--- src/rtl/mbf_mod.sv ---
`timescale 1ns / 1ps
// ----------------------------------------------------------------------------
// mbf_mod: iterative modulo unit
// Restoring reduction of a 32-bit value by the filter size, one bit a cycle.
// ----------------------------------------------------------------------------
module mbf_mod (
  input  logic        clk,
  input  logic        rst_n,
  input  logic        go,
  input  logic [31:0] num,
  input  logic [31:0] den,
  output logic        done_r,
  output logic [31:0] rem_r
);
  logic [31:0] num_r, num_nxt, rem_nxt;
  logic [5:0]  cnt_r, cnt_nxt;
  logic        busy_r, busy_nxt, done_nxt;
  logic [32:0] sh;

  always_comb begin
    num_nxt  = num_r;
    rem_nxt  = rem_r;
    cnt_nxt  = cnt_r;
    busy_nxt = busy_r;
    done_nxt = 1'b0;
    sh       = {rem_r, num_r[31]};
    if (go) begin
      num_nxt  = num;
      rem_nxt  = '0;
      cnt_nxt  = 6'd32;
      busy_nxt = 1'b1;
    end else if (busy_r) begin
      num_nxt = {num_r[30:0], 1'b0};
      rem_nxt = (sh >= {1'b0, den}) ? 32'(sh - {1'b0, den}) : sh[31:0];
      cnt_nxt = cnt_r - 6'd1;
      if (cnt_r == 6'd1) begin
        busy_nxt = 1'b0;
        done_nxt = 1'b1;
      end
    end
  end

  always_ff @(posedge clk) begin
    num_r <= num_nxt;
    rem_r <= rem_nxt;
    cnt_r <= cnt_nxt;
    if (!rst_n) begin
      busy_r <= 1'b0;
      done_r <= 1'b0;
    end else begin
      busy_r <= busy_nxt;
      done_r <= done_nxt;
    end
  end
endmodule

--- config.mk ---
export PLATFORM = sky130hd
export DESIGN_NAME = mbf_mod
export DESIGN_NICKNAME = d
export VERILOG_FILES = /design/src/rtl/mbf_mod.sv
export SDC_FILE = /design/constraint.sdc
export NUM_CORES = 1
export LEC_CHECK = 0
export ABC_CLOCK_PERIOD_IN_PS = 3800
export BUFFER_PORTS_ARGS = -buffer_cell sky130_fd_sc_hd__buf_2
export CAP_MARGIN = 10
export CORE_MARGIN = 1
export CORE_UTILIZATION = 39
export DETAILED_ROUTE_END_ITERATION = 10
export HOLD_SLACK_MARGIN = 0.08
export SLEW_MARGIN = 5
export SYNTH_ARGS = -nofsm -noshare
export SYNTH_HDL_FRONTEND = slang
export SYNTH_SLANG_ARGS = --single-unit
--- constraint.sdc ---
create_clock -name clk -period 3.8 [get_ports clk]
set_clock_uncertainty 0.1 [all_clocks]
set_input_delay 0.76 -clock clk [delete_from_list [all_inputs] [get_ports clk]]
set_output_delay 0.76 -clock clk [all_outputs]
set_load 0.005 [all_outputs]
Yosys cells after proc, flatten, opt, wreduce, memory -nomap -nowiden
Index checks and enable logic that the tools add are counted.
W data, S select, Z words.
- flip-flop bits (word level): 72
- bits of input ports: 67
- output and inout port bits: 33
- word-level logic and storage cells: 20
- add/sub/neg operators: 2
- $lt $le $gt $ge: 1
- eq/ne operators: 1
- multiplexer cells: 7
- bitwise logic cells: 2
- reduce and logical (&&, ||, !) cells: 2
- operators by type and width (cell ; count):
    $mux W32 ; 3
    $ge A33 B32 Y1 ; 1
    $sub A32 B32 Y32 ; 1
    $eq A6 B1 Y1 const B ; 1
    $sub A6 B1 Y6 const B ; 1
    $mux W1 ; 4
    $reduce_or A3 Y1 ; 1
    $not A1 Y1 ; 2
    $reduce_bool A2 Y1 ; 1

Depth between registers and ports, before layout
- word-level depth: 4
- mapped depth: 13
- mapped depth without buffers: 12

Worst setup path after synthesis
OpenSTA, ideal clock, no wires.
- kind: input to register
- start: input port den[21]
- end: register rem_r[30]
- setup time: 0.088 ns
- arrival: 3.127 ns
- data required time: 3.612 ns
- path slack: 0.485 ns
- stages: 13
- buffers on the path: 3
- cells stage by stage: inv_1 -> ha_1 -> buf_6 -> a21o_4 -> a2111oi_4 -> o2bb2ai_2 -> a21oi_2 -> nor4_4 -> and2_1 -> buf_6 -> buf_6 -> nand2_1 -> a311oi_2
- longest elaborated chain between the ends: 2
- elaborated cells on any way between the ends: 3
- those cells by class: 1 x add/sub; 1 x order compare; 1 x mux
- RTL lines (what ; line ; text):
    from (decl) ; 11 ; input logic [31:0] den,
    $sub A32 B32 Y32 / $ge A33 B32 Y1 (equally long branches) ; 34 ; rem_nxt = (sh >= {1'b0, den}) ? 32'(sh - {1'b0, den}) : sh[31:0];
    $mux W32 * ; 34 ;
    to (signal assigned) ; 45 ; rem_r <= rem_nxt;
    to (decl) ; 13 ; output logic [31:0] rem_r
Mark *: on every way between the ends. The rest lies on a longest branch, timed or not.
A chain may end at the register's enable or synchronous reset.

Worst setup path in the final report
- start: input port den[3]
- end: register rem_r[25]
Same word-level chain as after synthesis.

==> summary.md <==
| Metric | Value |
|---|---|
| Status | `finished, final reports clean` |
| Max incr delay on CP | `760 ps` |
| Worst hold endpoint | `cnt_r[1]` |
| Max Slew Vio Count | `0` |
| GR Util met1 | `27.56%` |
| Setup CP Type | `in2reg` |
| Reg power frac | `38.2%` |
| CP Data Arrival Time | `3530 ps` |
| Total grt overflow | `0` |
| Post-Route WL | `13.90 mm` |
| Most Used Layer, Global Route | `met2` |
| CP Capture Type | `flip-flop` |
| Power Density | `394.7 nW/um2` |
| Placer congestion estimate | `0.8340` |
| Diode count | `0` |
| Post-CTS Setup Repair Bufs | `0` |
| Placed insts | `854` |
| Power share of the clock group | `34.1%` |
| Worst VDD drop | `221.9 uV` |
| Worst min path class | `reg2reg` |
| Worst setup SP type | `input pin` |
| Worst r2r path cells | `12` |
| Initial antenna violation count | `0` |
| CTS root buffer | `clkbuf_16` |
| Pre-antenna DRT Iters | `8` |
| Fin cells | `870` |
| RSZ-0062 raised after global routing | `no` |
| Grt met2 use | `33.09%` |
| Vias in the first global route | `4718` |
| Required @ worst endpoint | `3960 ps` |
| Synth area leaders | `edfxtp_1 (18%), dfxtp_1 (15%), ha_1 (8.0%)` |
| Post-route minimum period | `3367 ps` |
| Post-Syn Instances | `592` |
| CTS sink count | `72` |
| Remaining DRCs | `0` |
| Count of cell types in the netlist | `73` |
| H-tree levels | `3` |
| CTS tree | `done` |
| Clock-pin slew on the worst setup and hold paths | `70 ps` |
| Syn. warnings | `0` |
| Average wire per standard cell | `15.98 um` |
| Slowest cell on the critical path | `a211oi_1` |
| Number of synthesized register bits | `72` |
| Net switching fraction of the power | `33.30%` |
| Yosys top cell area share | `18.18%` |
| Reg-to-reg endpoint | `rem_r[30]` |
| Post-synth EDFFs | `32` |
| Fraction of layout instances using a drive strength above 1 | `27.09%` |
| NumNets Final | `791` |
| Measured slew at the worst slew-check pin | `858.7 ps` |
| Fmax | `0.2970 GHz` |
| Largest net degree at the start of global routing | `44` |
| Cts bufs inserted | `9` |
| Chip width | `118.4 um` |
| Met3 Use GR | `3.716%` |
| Layout Utilization | `47.42%` |
| Setup TNS | `0 ps` |
| Critical Path Fanout Max | `8` |
| CTS resizes | `0` |
| Area leader, netlist | `edfxtp_1` |
| Pint | `1.653 mW` |
| # rows | `42` |
| Ys flop type | `dfxtp_1` |
| Total track usage | `20.67%` |
| Max-cap check violation count | `0` |
| Hold path depth | `2` |
| Fin. Hold Viols | `0` |
| Commonest non-fill, non-tap cells in the layout | `buf_2 (99), nand2_1 (57), inv_1 (46), nor2_1 (44), dfxtp_1 (39)` |
| Port bufs | `99` |
| Hold buffers post-CTS | `0` |
| Syn Area/Cell | `8.927 um2` |
| FF-to-FF setup slack | `540 ps` |
| Core area | `13240 um2` |
| Asr flop ratio synth | `0%` |
| Max-Slew Margin vs Limit | `42.40%` |
| Combinational power share | `27.7%` |
| Crit Reg-Reg Startpoint | `num_r[31]` |
| Global-route wire length before repair | `23.19 mm` |
| Register area share after synthesis | `33.33%` |
| Worst-Skew Late Latency | `350 ps` |
| Fin area | `6280 um2` |
| Hpwl dp | `10.26 mm` |
| DRT iter0 DRCs | `277` |
| Start point of the worst hold path | `cnt_r[1]` |
| NetSw | `0.8255 mW` |
| Die height | `118.4 um` |
| Initial Utilization | `39.91%` |
| Cells along the critical path | `buf_2 -> inv_1 -> ha_1 -> nand3_1 -> o21bai_1 -> a31oi_1 -> o41ai_1 -> a211oi_1 -> o21ai_1 -> a211o_1 -> a311oi_1` |
| Synthesized cell area | `5285 um2` |
| Static Leak | `2.746 nW` |
| Tcrit/Tclk final | `88.60%` |
| Most common cell after layout, fill and taps aside | `buf_2` |
| Syn Nets | `694` |
| Number of nets with antenna violations after routing | `0` |
| P&R area growth vs syn | `18.82%` |
| DR vias/cell | `5.484` |
| IO Count | `100` |
| Longest Clk Path Bufs | `2` |
| Vias | `4771` |
| Die Area | `14020 um2` |
| Placement-stage cell area | `5992 um2` |
| Final setup fails | `0` |
==> cell usage after synthesis, drive strengths merged (9+ instances only) <==
master and n:
o21ai 24, dfxtp 40, nand3 19, a21oi 31
buf 17, a21o 12, clkbuf 16, a311oi 17
inv 46, nand2 57, nor2 44, o211ai 11
nand2b 13, nor2b 9, edfxtp 32, a211oi 9
nor3 11, xnor2 15, mux2 31, ha 34
==> metal layers <==
layer | part of all wire (%) | wire length, um | vias to the layer above
li1 | - | - | 2390
met4 | 2.0 | 272 | 0
met5 | 0 | 0 | -
met2 | 46 | 6381 | 111
met3 | 4.3 | 593 | 20
met1 | 48 | 6654 | 2250
==> logic make-up after synthesis <==
group | count (synthesis) | share of synthesized area [%]
buf+inv | 79 | 6.534
compound gates | 159 | 22.82
mux | 36 | 7.552
xor+xnor | 18 | 2.983
fa+ha+maj | 35 | 8.428
flops | 72 | 33.33
simple gates | 193 | 18.35
==> sequential cells by signal, summed over array words and instances, names as in the netlist <==
| signal | flops |
|---|---|
| cnt_r | 6 |
| busy_r | 1 |
| done_r | 1 |
| rem_r | 32 |
| num_r | 32 |
==> power by group through the flow <==
stage               Combinational (mW)  Sequential (mW)  Clock [mW]
global route                     0.767            0.958       0.885
floorplan                        0.493            0.947           0
global placement                 0.671            0.960           0
CTS                              0.686            0.947       0.859
detailed placement               0.681            0.964           0
finish                           0.686            0.947       0.846
==> critical path, delay by kind of cell <==
kind | cells | cell delay [ps]
AO/OA/AOI/OAI | 7 | 2170
adder cells (fa/ha/maj) | 1 | 360
buffers and inverters | 2 | 110
AND/OR/NAND/NOR | 1 | 130
==> worst max path at each step <==
stage,start,to,slack (ps),cells after the start
CTS,den[3],rem_r[25],490,11
global route,den[3],rem_r[27],230,11
global placement,den[3],rem_r[25],190,11
finish,den[3],rem_r[25],430,11
detailed placement,den[3],rem_r[25],140,11
floorplan,den[21],rem_r[30],480,13
==> final cells by class <==
| class | instances | area (um2) |
|---|---|---|
| clock inverter | 7 | 62.56 |
| sequential | 72 | 1763 |
| multi-input combinational | 441 | 3178 |
| clock buffer | 9 | 225.2 |
| timing repair buffer | 119 | 658.1 |
| inverter | 46 | 172.7 |
| tap | 176 | 220.2 |
| fill | 1359 | 6963 |
==> per-stage QoR <==
stage	hold slack [ps]	total power, mW	setup slack, ps
after detailed placement	405.6	1.644	138.1
after floorplan	370.7	1.440	484.7
final	413.9	2.479	433.1
after global placement	382.8	1.630	189.2
after CTS	418.3	2.492	493.3
after global routing	442.8	2.610	231.8
(Power assumes the default switching activity.)
