## config.mk

```make
export PLATFORM = sky130hd
export DESIGN_NAME = mbf_mul
export DESIGN_NICKNAME = d
export VERILOG_FILES = /design/src/rtl/mbf_pkg.sv /design/src/rtl/mbf_mul.sv
export SDC_FILE = /design/constraint.sdc
export NUM_CORES = 1
export LEC_CHECK = 0
export BUFFER_PORTS_ARGS = -buffer_cell sky130_fd_sc_hd__buf_2
export CAP_MARGIN = 20
export CORE_UTILIZATION = 65
export DETAILED_ROUTE_END_ITERATION = 16
export PLACE_DENSITY = 0.84
export SLEW_MARGIN = 20
export SYNTH_ARGS = -nofsm -noshare
export SYNTH_HDL_FRONTEND = slang
export SYNTH_SLANG_ARGS = --single-unit
```

## constraint.sdc

```tcl
create_clock -name clk -period 16.7 [get_ports clk]
set_clock_uncertainty 0.2 [all_clocks]
set_input_delay 1.67 -clock clk [delete_from_list [all_inputs] [get_ports clk]]
set_output_delay 1.67 -clock clk [all_outputs]
set_load 0.01 [all_outputs]
```

## src/rtl/mbf_pkg.sv

```systemverilog
`timescale 1ns / 1ps
// ----------------------------------------------------------------------------
// mbf_pkg: shared types and constants
// Murmur constants, configuration indexes, sequencer states and the multiplier request type.
// ----------------------------------------------------------------------------
package mbf_pkg;
  localparam logic [31:0] MIX_C1 = 32'hcc9e2d51;
  localparam logic [31:0] MIX_C2 = 32'h1b873593;
  localparam logic [31:0] MIX_N  = 32'he6546b64;
  localparam logic [31:0] FIN_C1 = 32'h85ebca6b;
  localparam logic [31:0] FIN_C2 = 32'hc2b2ae35;
  localparam int SEED_REGS = 6;

  localparam logic [2:0] CFG_FILTER_BITS = 3'd0;
  localparam logic [2:0] CFG_HASH_COUNT  = 3'd1;
  localparam logic [2:0] CFG_SEED_ZERO   = 3'd2;

  typedef enum logic [3:0] {
    ST_CLEAR, ST_IDLE, ST_SCR1, ST_SCR2, ST_MIX, ST_FIN1, ST_FIN2, ST_FIN3,
    ST_MOD, ST_RD, ST_CHK, ST_WR, ST_DONE
  } state_t;

  // Shared multiplier operand select: product is a * b (low 32 bits).
  typedef struct packed {
    logic [31:0] a;
    logic [31:0] b;
  } mul_req_t;
endpackage

```

## src/rtl/mbf_mul.sv

```systemverilog
`timescale 1ns / 1ps
// ----------------------------------------------------------------------------
// mbf_mul: shared 32x32 multiplier
// One registered low-half product per cycle, used by the key scramble and the finalizer.
// ----------------------------------------------------------------------------
module mbf_mul (
  input  logic               clk,
  input  mbf_pkg::mul_req_t  req,
  output logic [31:0]        prod_r
);
  logic [31:0] prod_nxt;
  assign prod_nxt = req.a * req.b;
  always_ff @(posedge clk) begin
    prod_r <= prod_nxt;
  end
endmodule

```

# Word-level counts from Yosys, hierarchy flattened

Cells that the tools add are included.

Flip-flop bits (word level): 32
Bits in latches: 0
RAM bits: 0
Memory bits (read-only): 0
Input bits: 65
Output and inout port bits: 32
Logic and storage cells: 2
Memories: 0

Add/subtract/negate cells: 0
$mul: 1
Divide/modulo/power cells: 0
Magnitude comparators: 0
Eq/ne operators: 0
Shifts and indexed selects: 0
Muxes and demuxes: 0
Bitwise operators: 0
Reductions and logical operators: 0

Operators with widths:

| kind           | number |
|---|---|
| $mul 32x32->32 | 1 |

# Longest topological paths before layout

Gate-level depths: netlist (run 1).

Depth after elaboration: 1
Depth in mapped cells: 26
Mapped depth without buffers: 24

# Least setup slack after synthesis (run 1)

No wires, ideal clock.

Kind: input to register
From: input req[3] (netlist bit)
To: register prod_r[29]
Setup time: 0.062 ns
Arrival: 8.006 ns
Slack: 8.432 ns
Stages: 24
Cells stage by stage: clkbuf_1 clkbuf_1 and2_1 fa_1 inv_1 fa_1 fa_1 fa_1 inv_1 fa_1 inv_1 fa_1 inv_1 fa_1 fa_1 ha_1 and4_1 and2_2 o31ai_1 o211a_1 a21oi_2 a41o_1 or4_1 nand3_1

Longest elaborated chain between the ends: 1

RTL lines:

| what                 | RTL line      | RTL |
|---|---|---|
| from (decl)          | mbf_mul.sv:8  | `input mbf_pkg::mul_req_t req,` |
| $mul 32x32->32       | mbf_mul.sv:12 | `assign prod_nxt = req.a * req.b;` |
| via prod_nxt[29]     | mbf_mul.sv:11 | `logic [31:0] prod_nxt;` |
| to (signal assigned) | mbf_mul.sv:14 | `prod_r <= prod_nxt;` |
| to (decl)            | mbf_mul.sv:9  | `output logic [31:0] prod_r` |

The timed path passes the listed nets, and every way through them passes these cells.

# Worst setup path in the final report (run 1)

From: input req[5] (netlist bit)
To: register prod_r[29]

The elaborated chain is that of the path after synthesis.

==> results of run 1 <==
[Yosys cell counts, drive strengths merged (2+ instances only)]
| cell | number |
|---|---|
| a21o | 10 |
| and2 | 369 |
| xor2 | 19 |
| inv | 363 |
| o21ai | 11 |
| dfxtp | 32 |
| o31ai | 2 |
| nor2b | 2 |
| a21oi | 23 |
| and3 | 3 |
| fa | 408 |
| xnor2 | 65 |
| nor2 | 11 |
| a211oi | 5 |
| o21a | 4 |
| nor3 | 5 |
| a31oi | 2 |
| nand2 | 169 |
| clkbuf | 80 |
| nand3 | 7 |
| o21bai | 6 |
| o211ai | 3 |
| or4 | 2 |
| nand2b | 2 |
| ha | 123 |
| a221oi | 2 |
[per-layer routing]
layer  wire length (um)  track usage [%]  vias to the layer above
li1                   -                -                     5096
met1              16310            47.00                     6075
met2              19110            53.68                      577
met3               3475            4.933                       99
met4               1315            10.46                        0
met5                  0                0                        -
[per-stage QoR]
stage | utilization, % | area (um^2) | std cells | setup slack (ns) | hold slack [ns]
after floorplan | - | 16430 | 1741 | 8.432 | 1.597
final | 69.95 | 17160 | 2089 | 8.252 | 1.811
after detailed placement | 69.34 | 17010 | 2081 | 7.979 | 1.862
after CTS | 69.95 | 17160 | 2089 | 8.288 | 1.799
after global placement | 69.34 | 17010 | 2081 | 8.117 | 1.863
after global routing | 69.95 | 17160 | 2089 | 7.977 | 1.821
[placed cells by master (no fill, tap or decap), drive strengths merged, types with 2 or more instances in the layout]
cell / synthesis / final
nand3: 7 / 7
nor2b: 2 / 2
clkbuf: 80 / 5
a221oi: 2 / 2
xor2: 19 / 19
nand2b: 2 / 2
o211ai: 3 / 3
or4: 2 / 2
xnor2: 65 / 65
ha: 123 / 123
o21bai: 6 / 6
nor3: 5 / 5
nand2: 169 / 169
dfxtp: 32 / 32
a31oi: 2 / 2
fa: 408 / 408
clkinvlp: 0 / 2
o21a: 4 / 4
a21o: 10 / 10
and2: 369 / 369
a211oi: 5 / 5
nor2: 11 / 11
o21ai: 11 / 11
a21oi: 23 / 23
o31ai: 2 / 2
inv: 363 / 363
and3: 3 / 3
buf: 0 / 96
[worst max path at each step]
stage | start | end | depth (start not counted)
detailed placement | req[5] | prod_r[29] | 23
floorplan | req[3] | prod_r[29] | 24
CTS | req[5] | prod_r[29] | 23
finish | req[5] | prod_r[29] | 23
global placement | req[6] | prod_r[29] | 23
global route | req[6] | prod_r[29] | 23
[logic make-up after synthesis]
logic type               after synthesis
AO/OA/AOI/OAI                         76
buffers and inverters                443
flip-flops                            32
XOR/XNOR                              84
AND/OR/NAND/NOR                      575
adder cells (fa/ha/maj)              531
[final cells by class]
class	count	area (um^2)
Clock inverter	3	23.77
Timing Repair Buffer	96	480.5
Inverter	363	1363
Fill cell	1868	7373
Clock buffer	5	125.1
Tap cell	324	405.4
Multi-Input combinational cell	1266	14120
Sequential cell	32	640.6
==> results.py, run 1 <==
metrics = {
    "status": {
        "outcome": "completed",
    },
    "min_path": {
        "hold_end": "prod_r[0]",
        "hold_path_class": "in2reg",
        "hold_depth": 2,
        "hold_path_startpoint": "req[0]",
    },
    "cells_and_area": {
        "reg_top3": "prod_r x32",
        "max_flop_register": "prod_r",
        "largest_reg_flops": 32,
        "drive_above_1_share_pct": 6.629,
        "areaGrowthSynthToFinish_pct": 4.471,
        "n_antenna_cell": 0,
        "layout.nets": 2360,
    },
    "yosys": {
        "yosys-top-cells-area": "fa_1 50%, and2_1 14%, ha_1 9.4%",
        "async_flop_share_pct": 0,
        "yosys.area.top_type_share_pct": 49.73,
        "synth_cell_type_count": 45,
        "ys.warnings.count": 0,
        "synth.area.mux_share_pct": 0,
        "synth_largest_area_cell": "fa_1",
        "synth-xor-area-share_pct": 4.479,
        "ys_ff_latch": 32,
        "synth_compound_area_share_pct": 3.260,
        "yosysSeqAreaShare_pct": 3.900,
        "postSynthCellCount": 1741,
        "synth_area_mm2": 0.01643,
        "synth_top_flop_cell": "dfxtp_1",
        "syn_avg_cell_area_um2": 9.435,
        "synth_top_family_by_area": "adder cells",
        "synth_edf_count": 0,
        "synthAdderAreaFrac_pct": 59.10,
        "synth-simple-area-share_pct": 19.14,
        "synth_nets": 2337,
    },
    "clock_network": {
        "cts_tree": "built",
        "numClockSinks": 32,
        "clockBufferDepth": 2,
        "cts_made_buffers": 5,
        "ctsResizeCount": 0,
        "cts_root_buffer": "clkbuf_16",
        "cts_max_level": 2,
        "postCtsHoldBufs": 0,
        "cts_setup_buffers": 0,
        "clk_pin_slew_ns": 0.07,
    },
    "global_route": {
        "overflow": 0,
        "grt_use_total_pct": 33.35,
        "grt_pass1_wl_um": 66620,
        "antenna_found_initial": 0,
        "grt_pass1_vias": 12970,
        "grt_max_degree": 33,
    },
    "timing": {
        "clock.fmax_mhz": 118.4,
        "drv_slew": 0,
        "max_slew.worst_pin.slew_ns": 0.7538,
        "rsz0062_at_grt": "no",
        "max_slew_margin_pct": 49.75,
        "fin_crit_sh_pct": 50.59,
        "fin_crit_ns": 8.448,
        "setup_viol": 0,
        "hold_violations": 0,
        "fin_setup_tns_ns": 0,
    },
    "critical_path": {
        "critPathBufInv": 5,
        "path_cells": "buf_2 > and2_1 > fa_1 > fa_1 > fa_1 > inv_1 > fa_1 > inv_1 > fa_1 > inv_1 > fa_1 > inv_1 > fa_1 > fa_1 > ha_1 > and4_1 > and2_2 > o31ai_1 > o211a_1 > a21oi_2 > a41o_1 > or4_1 > nand3_1",
        "worstSetupStartpointType": "input pin",
        "worstPathArrival_ns": 8.49,
        "cp_slowest_stage_delay_ns": 0.52,
        "required_ns": 16.74,
        "cp-end-kind": "flop",
        "worstSetupPathType": "in2reg",
        "cp_top_family": "adder cells",
        "worstPathMaxFanout": 27,
        "cpMaxStageDelayCell": "fa_1",
        "crit_top_cell": "fa_1",
    },
    "drt": {
        "via_count": 11850,
        "ant_nets": 0,
        "via_per_inst": 5.671,
        "drt_first_pass_iters": 7,
        "drt_iter0_markers": 760,
        "postRouteWirelength_um": 40210,
        "drc": 0,
        "drt-wirelength-per-cell_um": 19.25,
    },
    "floorplanning": {
        "fp.dieArea_mm2": 0.02591,
        "die_x_um": 161.0,
        "row_count": 57,
        "pin_count": 97,
        "initial_utilization_pct": 66.95,
        "die_h_um": 161.0,
        "coreArea_mm2": 0.02453,
    },
    "flow_run": {
        "drv_cap": 0,
    },
    "placement": {
        "port-buffer-count": 96,
        "hpwl_um": 31740,
        "gp_congestion": 0.8872,
    },
}
Power of run 1 is not shown: default switching activity piles up to over one toggle a cycle in this logic, so the estimate is an artifact.
==> inputs of run 2 (changes only) <==
--- a/config.mk
+++ b/config.mk
@@ -5,11 +5,12 @@
 export SDC_FILE = /design/constraint.sdc
 export NUM_CORES = 1
 export LEC_CHECK = 0
+export ABC_AREA = 1
 export BUFFER_PORTS_ARGS = -buffer_cell sky130_fd_sc_hd__buf_2
 export CAP_MARGIN = 20
-export CORE_UTILIZATION = 65
+export CORE_UTILIZATION = 59
 export DETAILED_ROUTE_END_ITERATION = 16
-export PLACE_DENSITY = 0.84
+export PLACE_DENSITY = 0.8
 export SLEW_MARGIN = 20
 export SYNTH_ARGS = -nofsm -noshare
 export SYNTH_HDL_FRONTEND = slang
==> constraint.sdc (replaced) <==
create_clock -name clk -period 7.1 [get_ports clk]
set_clock_uncertainty 0.2 [all_clocks]
set_input_delay 0.71 -clock clk [delete_from_list [all_inputs] [get_ports clk]]
set_output_delay 0.71 -clock clk [all_outputs]
set_load 0.01 [all_outputs]
==> run 2 against run 1 <==
Net effect:
- flip-flop and latch count stayed put
- critical path type unchanged
- clock-buffer cell count increased by 2
- die area rose by 18%
- cell area rose by 11%
- global-route usage shrank 1.9 points
- critical endpoint is now prod_r[30]
- core utilization fell by 4.2 points
- hold slack lost 1.0 ns
- final cell count grew 36%
==> results.py, run 2 <==
metrics = {
    "drt": {
        "drc": 0,
        "postRouteWirelength_um": 45310,
        "via_count": 14440,
        "drt-wirelength-per-cell_um": 15.96,
        "via_per_inst": 5.086,
        "drt_iter0_markers": 1298,
        "drt_first_pass_iters": 7,
        "ant_nets": 0,
    },
    "floorplanning": {
        "die_x_um": 174.7,
        "coreArea_mm2": 0.02901,
        "row_count": 62,
        "initial_utilization_pct": 60.66,
        "fp.dieArea_mm2": 0.03052,
        "die_h_um": 174.7,
        "pin_count": 97,
    },
    "cells_and_area": {
        "max_flop_register": "prod_r",
        "final_cell_mix": "800 x inv_1, 707 x nand2_1, 407 x fa_1",
        "layout.nets": 3050,
        "drive_above_1_share_pct": 8.635,
        "areaGrowthSynthToFinish_pct": 8.311,
        "reg_top3": "prod_r x32",
        "layout_commonest_cell": "inv_1",
        "stdcell_area_mm2": 0.01906,
        "largest_reg_flops": 32,
        "n_antenna_cell": 0,
    },
    "critical_path": {
        "worstSetupPathType": "in2reg",
        "cpMaxStageDelayCell": "fa_1",
        "required_ns": 7.11,
        "cp_slowest_stage_delay_ns": 0.59,
        "worstSetupStartpointType": "input pin",
        "cp-end-kind": "flop",
        "critPathBufInv": 9,
        "worstPathMaxFanout": 12,
        "cp_top_family": "adder cells",
        "worstPathArrival_ns": 6.93,
        "crit_top_cell": "fa_1",
    },
    "yosys": {
        "synth_top_flop_cell": "dfxtp_1",
        "async_flop_share_pct": 0,
        "yosys.area.top_type_share_pct": 46.41,
        "yosysSeqAreaShare_pct": 3.640,
        "synth_edf_count": 0,
        "synth.most_common_cell": "inv_1",
        "synth_area_mm2": 0.01760,
        "postSynthCellCount": 2366,
        "synth_nets": 2962,
        "synth_largest_area_cell": "fa_1",
        "syn_avg_cell_area_um2": 7.438,
        "synth_common_cells": "800 x inv_1, 709 x nand2_1, 408 x fa_1",
        "synth_cell_type_count": 36,
        "yosys-top-cells-area": "fa_1 46%, inv_1 17%, nand2_1 15%",
        "ys.warnings.count": 0,
        "ys_ff_latch": 32,
    },
    "status": {
        "outcome": "completed",
    },
    "clock_network": {
        "postCtsHoldBufs": 0,
        "clk_pin_slew_ns": 0.06,
        "cts_tree": "built",
        "cts_made_buffers": 5,
        "clockBufferDepth": 2,
        "cts_max_level": 2,
        "numClockSinks": 32,
        "cts_root_buffer": "clkbuf_16",
    },
    "global_route": {
        "grt_pass1_wl_um": 74820,
        "grt_max_degree": 24,
        "grt_pass1_vias": 15060,
        "grt_use_total_pct": 31.44,
        "antenna_found_initial": 0,
        "overflow": 0,
    },
    "timing": {
        "drv_slew": 0,
        "fin_crit_ns": 6.924,
        "setup_viol": 0,
        "max_slew.worst_pin.slew_ns": 0.6120,
        "rsz0062_at_grt": "no",
        "fin_crit_sh_pct": 97.53,
        "max_slew_margin_pct": 59.20,
        "worst_slack_ns": 0.1756,
        "hold_violations": 0,
        "clock.fmax_mhz": 144.4,
        "fin_setup_tns_ns": 0,
    },
    "min_path": {
        "hold_path_class": "in2reg",
        "hold_path_startpoint": "req[32]",
        "hold_depth": 4,
        "hold_end": "prod_r[0]",
    },
    "placement": {
        "place_area_mm2": 0.01882,
        "port-buffer-count": 96,
        "place_ws_ns": -0.1081,
        "hpwl_um": 39480,
        "gp_congestion": 0.9078,
    },
    "flow_run": {
        "drv_cap": 0,
    },
}
[run 2: cell types whose count changed after synthesis, sizes merged, moves of 12 or more]
cell	delta
nor2	+28
xnor2	-53
clkbuf	-12
nand3	+27
inv	+439
nand2	+544
and2	-369
buf	+36
[run 2: kinds of logic (layout without fill, tap and decap cells)]
| family | after synthesis | in the layout | synth area share, % |
|---|---|---|---|
| xor+xnor | 38 | 38 | 1.934 |
| compound gates | 60 | 60 | 2.097 |
| flops | 32 | 32 | 3.640 |
| simple gates | 799 | 799 | 17.53 |
| buf+inv | 906 | 995 | 19.64 |
| fa+ha+maj | 531 | 531 | 55.15 |
[run 2: what timing repair did]
item | CTS | global route
endpoints found under the setup margin | 0 | 4
gates resized for setup | 0 | 35
setup buffers | 0 | 0
endpoints found under the hold margin | 0 | 0
[run 2: how the worst max path moves through the flow]
stage	startpoint	to	slack [ns]	depth (start not counted)
3_3_place_gp	req[3]	prod_r[30]	-0.09	21
5_1_grt	req[5]	prod_r[30]	0.002	27
6_report	req[5]	prod_r[30]	0.18	27
4_1_cts	req[9]	prod_r[30]	0.12	21
2_1_floorplan	req[3]	prod_r[29]	0.12	27
3_5_place_dp	req[7]	prod_r[30]	-0.11	28
[run 2: area by class of cell]
class	count	area, um^2
clock buffers	7	142.6
clock inverters	1	7.507
fillers	2448	9951
inverters	802	3010
multi-input cells	1428	13540
flip-flops and latches	32	640.6
well taps	384	480.5
repair buffers	185	1240
[run 2: per-stage QoR]
step | cells | hold slack [ns] | utilization [%]
finish | 2839 | 0.8025 | 65.70
global route | 2839 | 0.8197 | 65.70
CTS | 2839 | 0.8045 | 65.38
detailed placement | 2831 | 0.9023 | 64.87
global placement | 2831 | 0.9025 | 64.87
floorplan | 2366 | 0.7453 | -
[run 2: routing by layer]
metal	global-route usage [%]	wire, um	vias up
li1	-	-	6627
met1	44.03	18280	7036
met2	51.55	21310	690
met3	3.481	4156	87
met4	9.855	1561	0
met5	0	0	-
Power of run 2 is left out for the same reason.
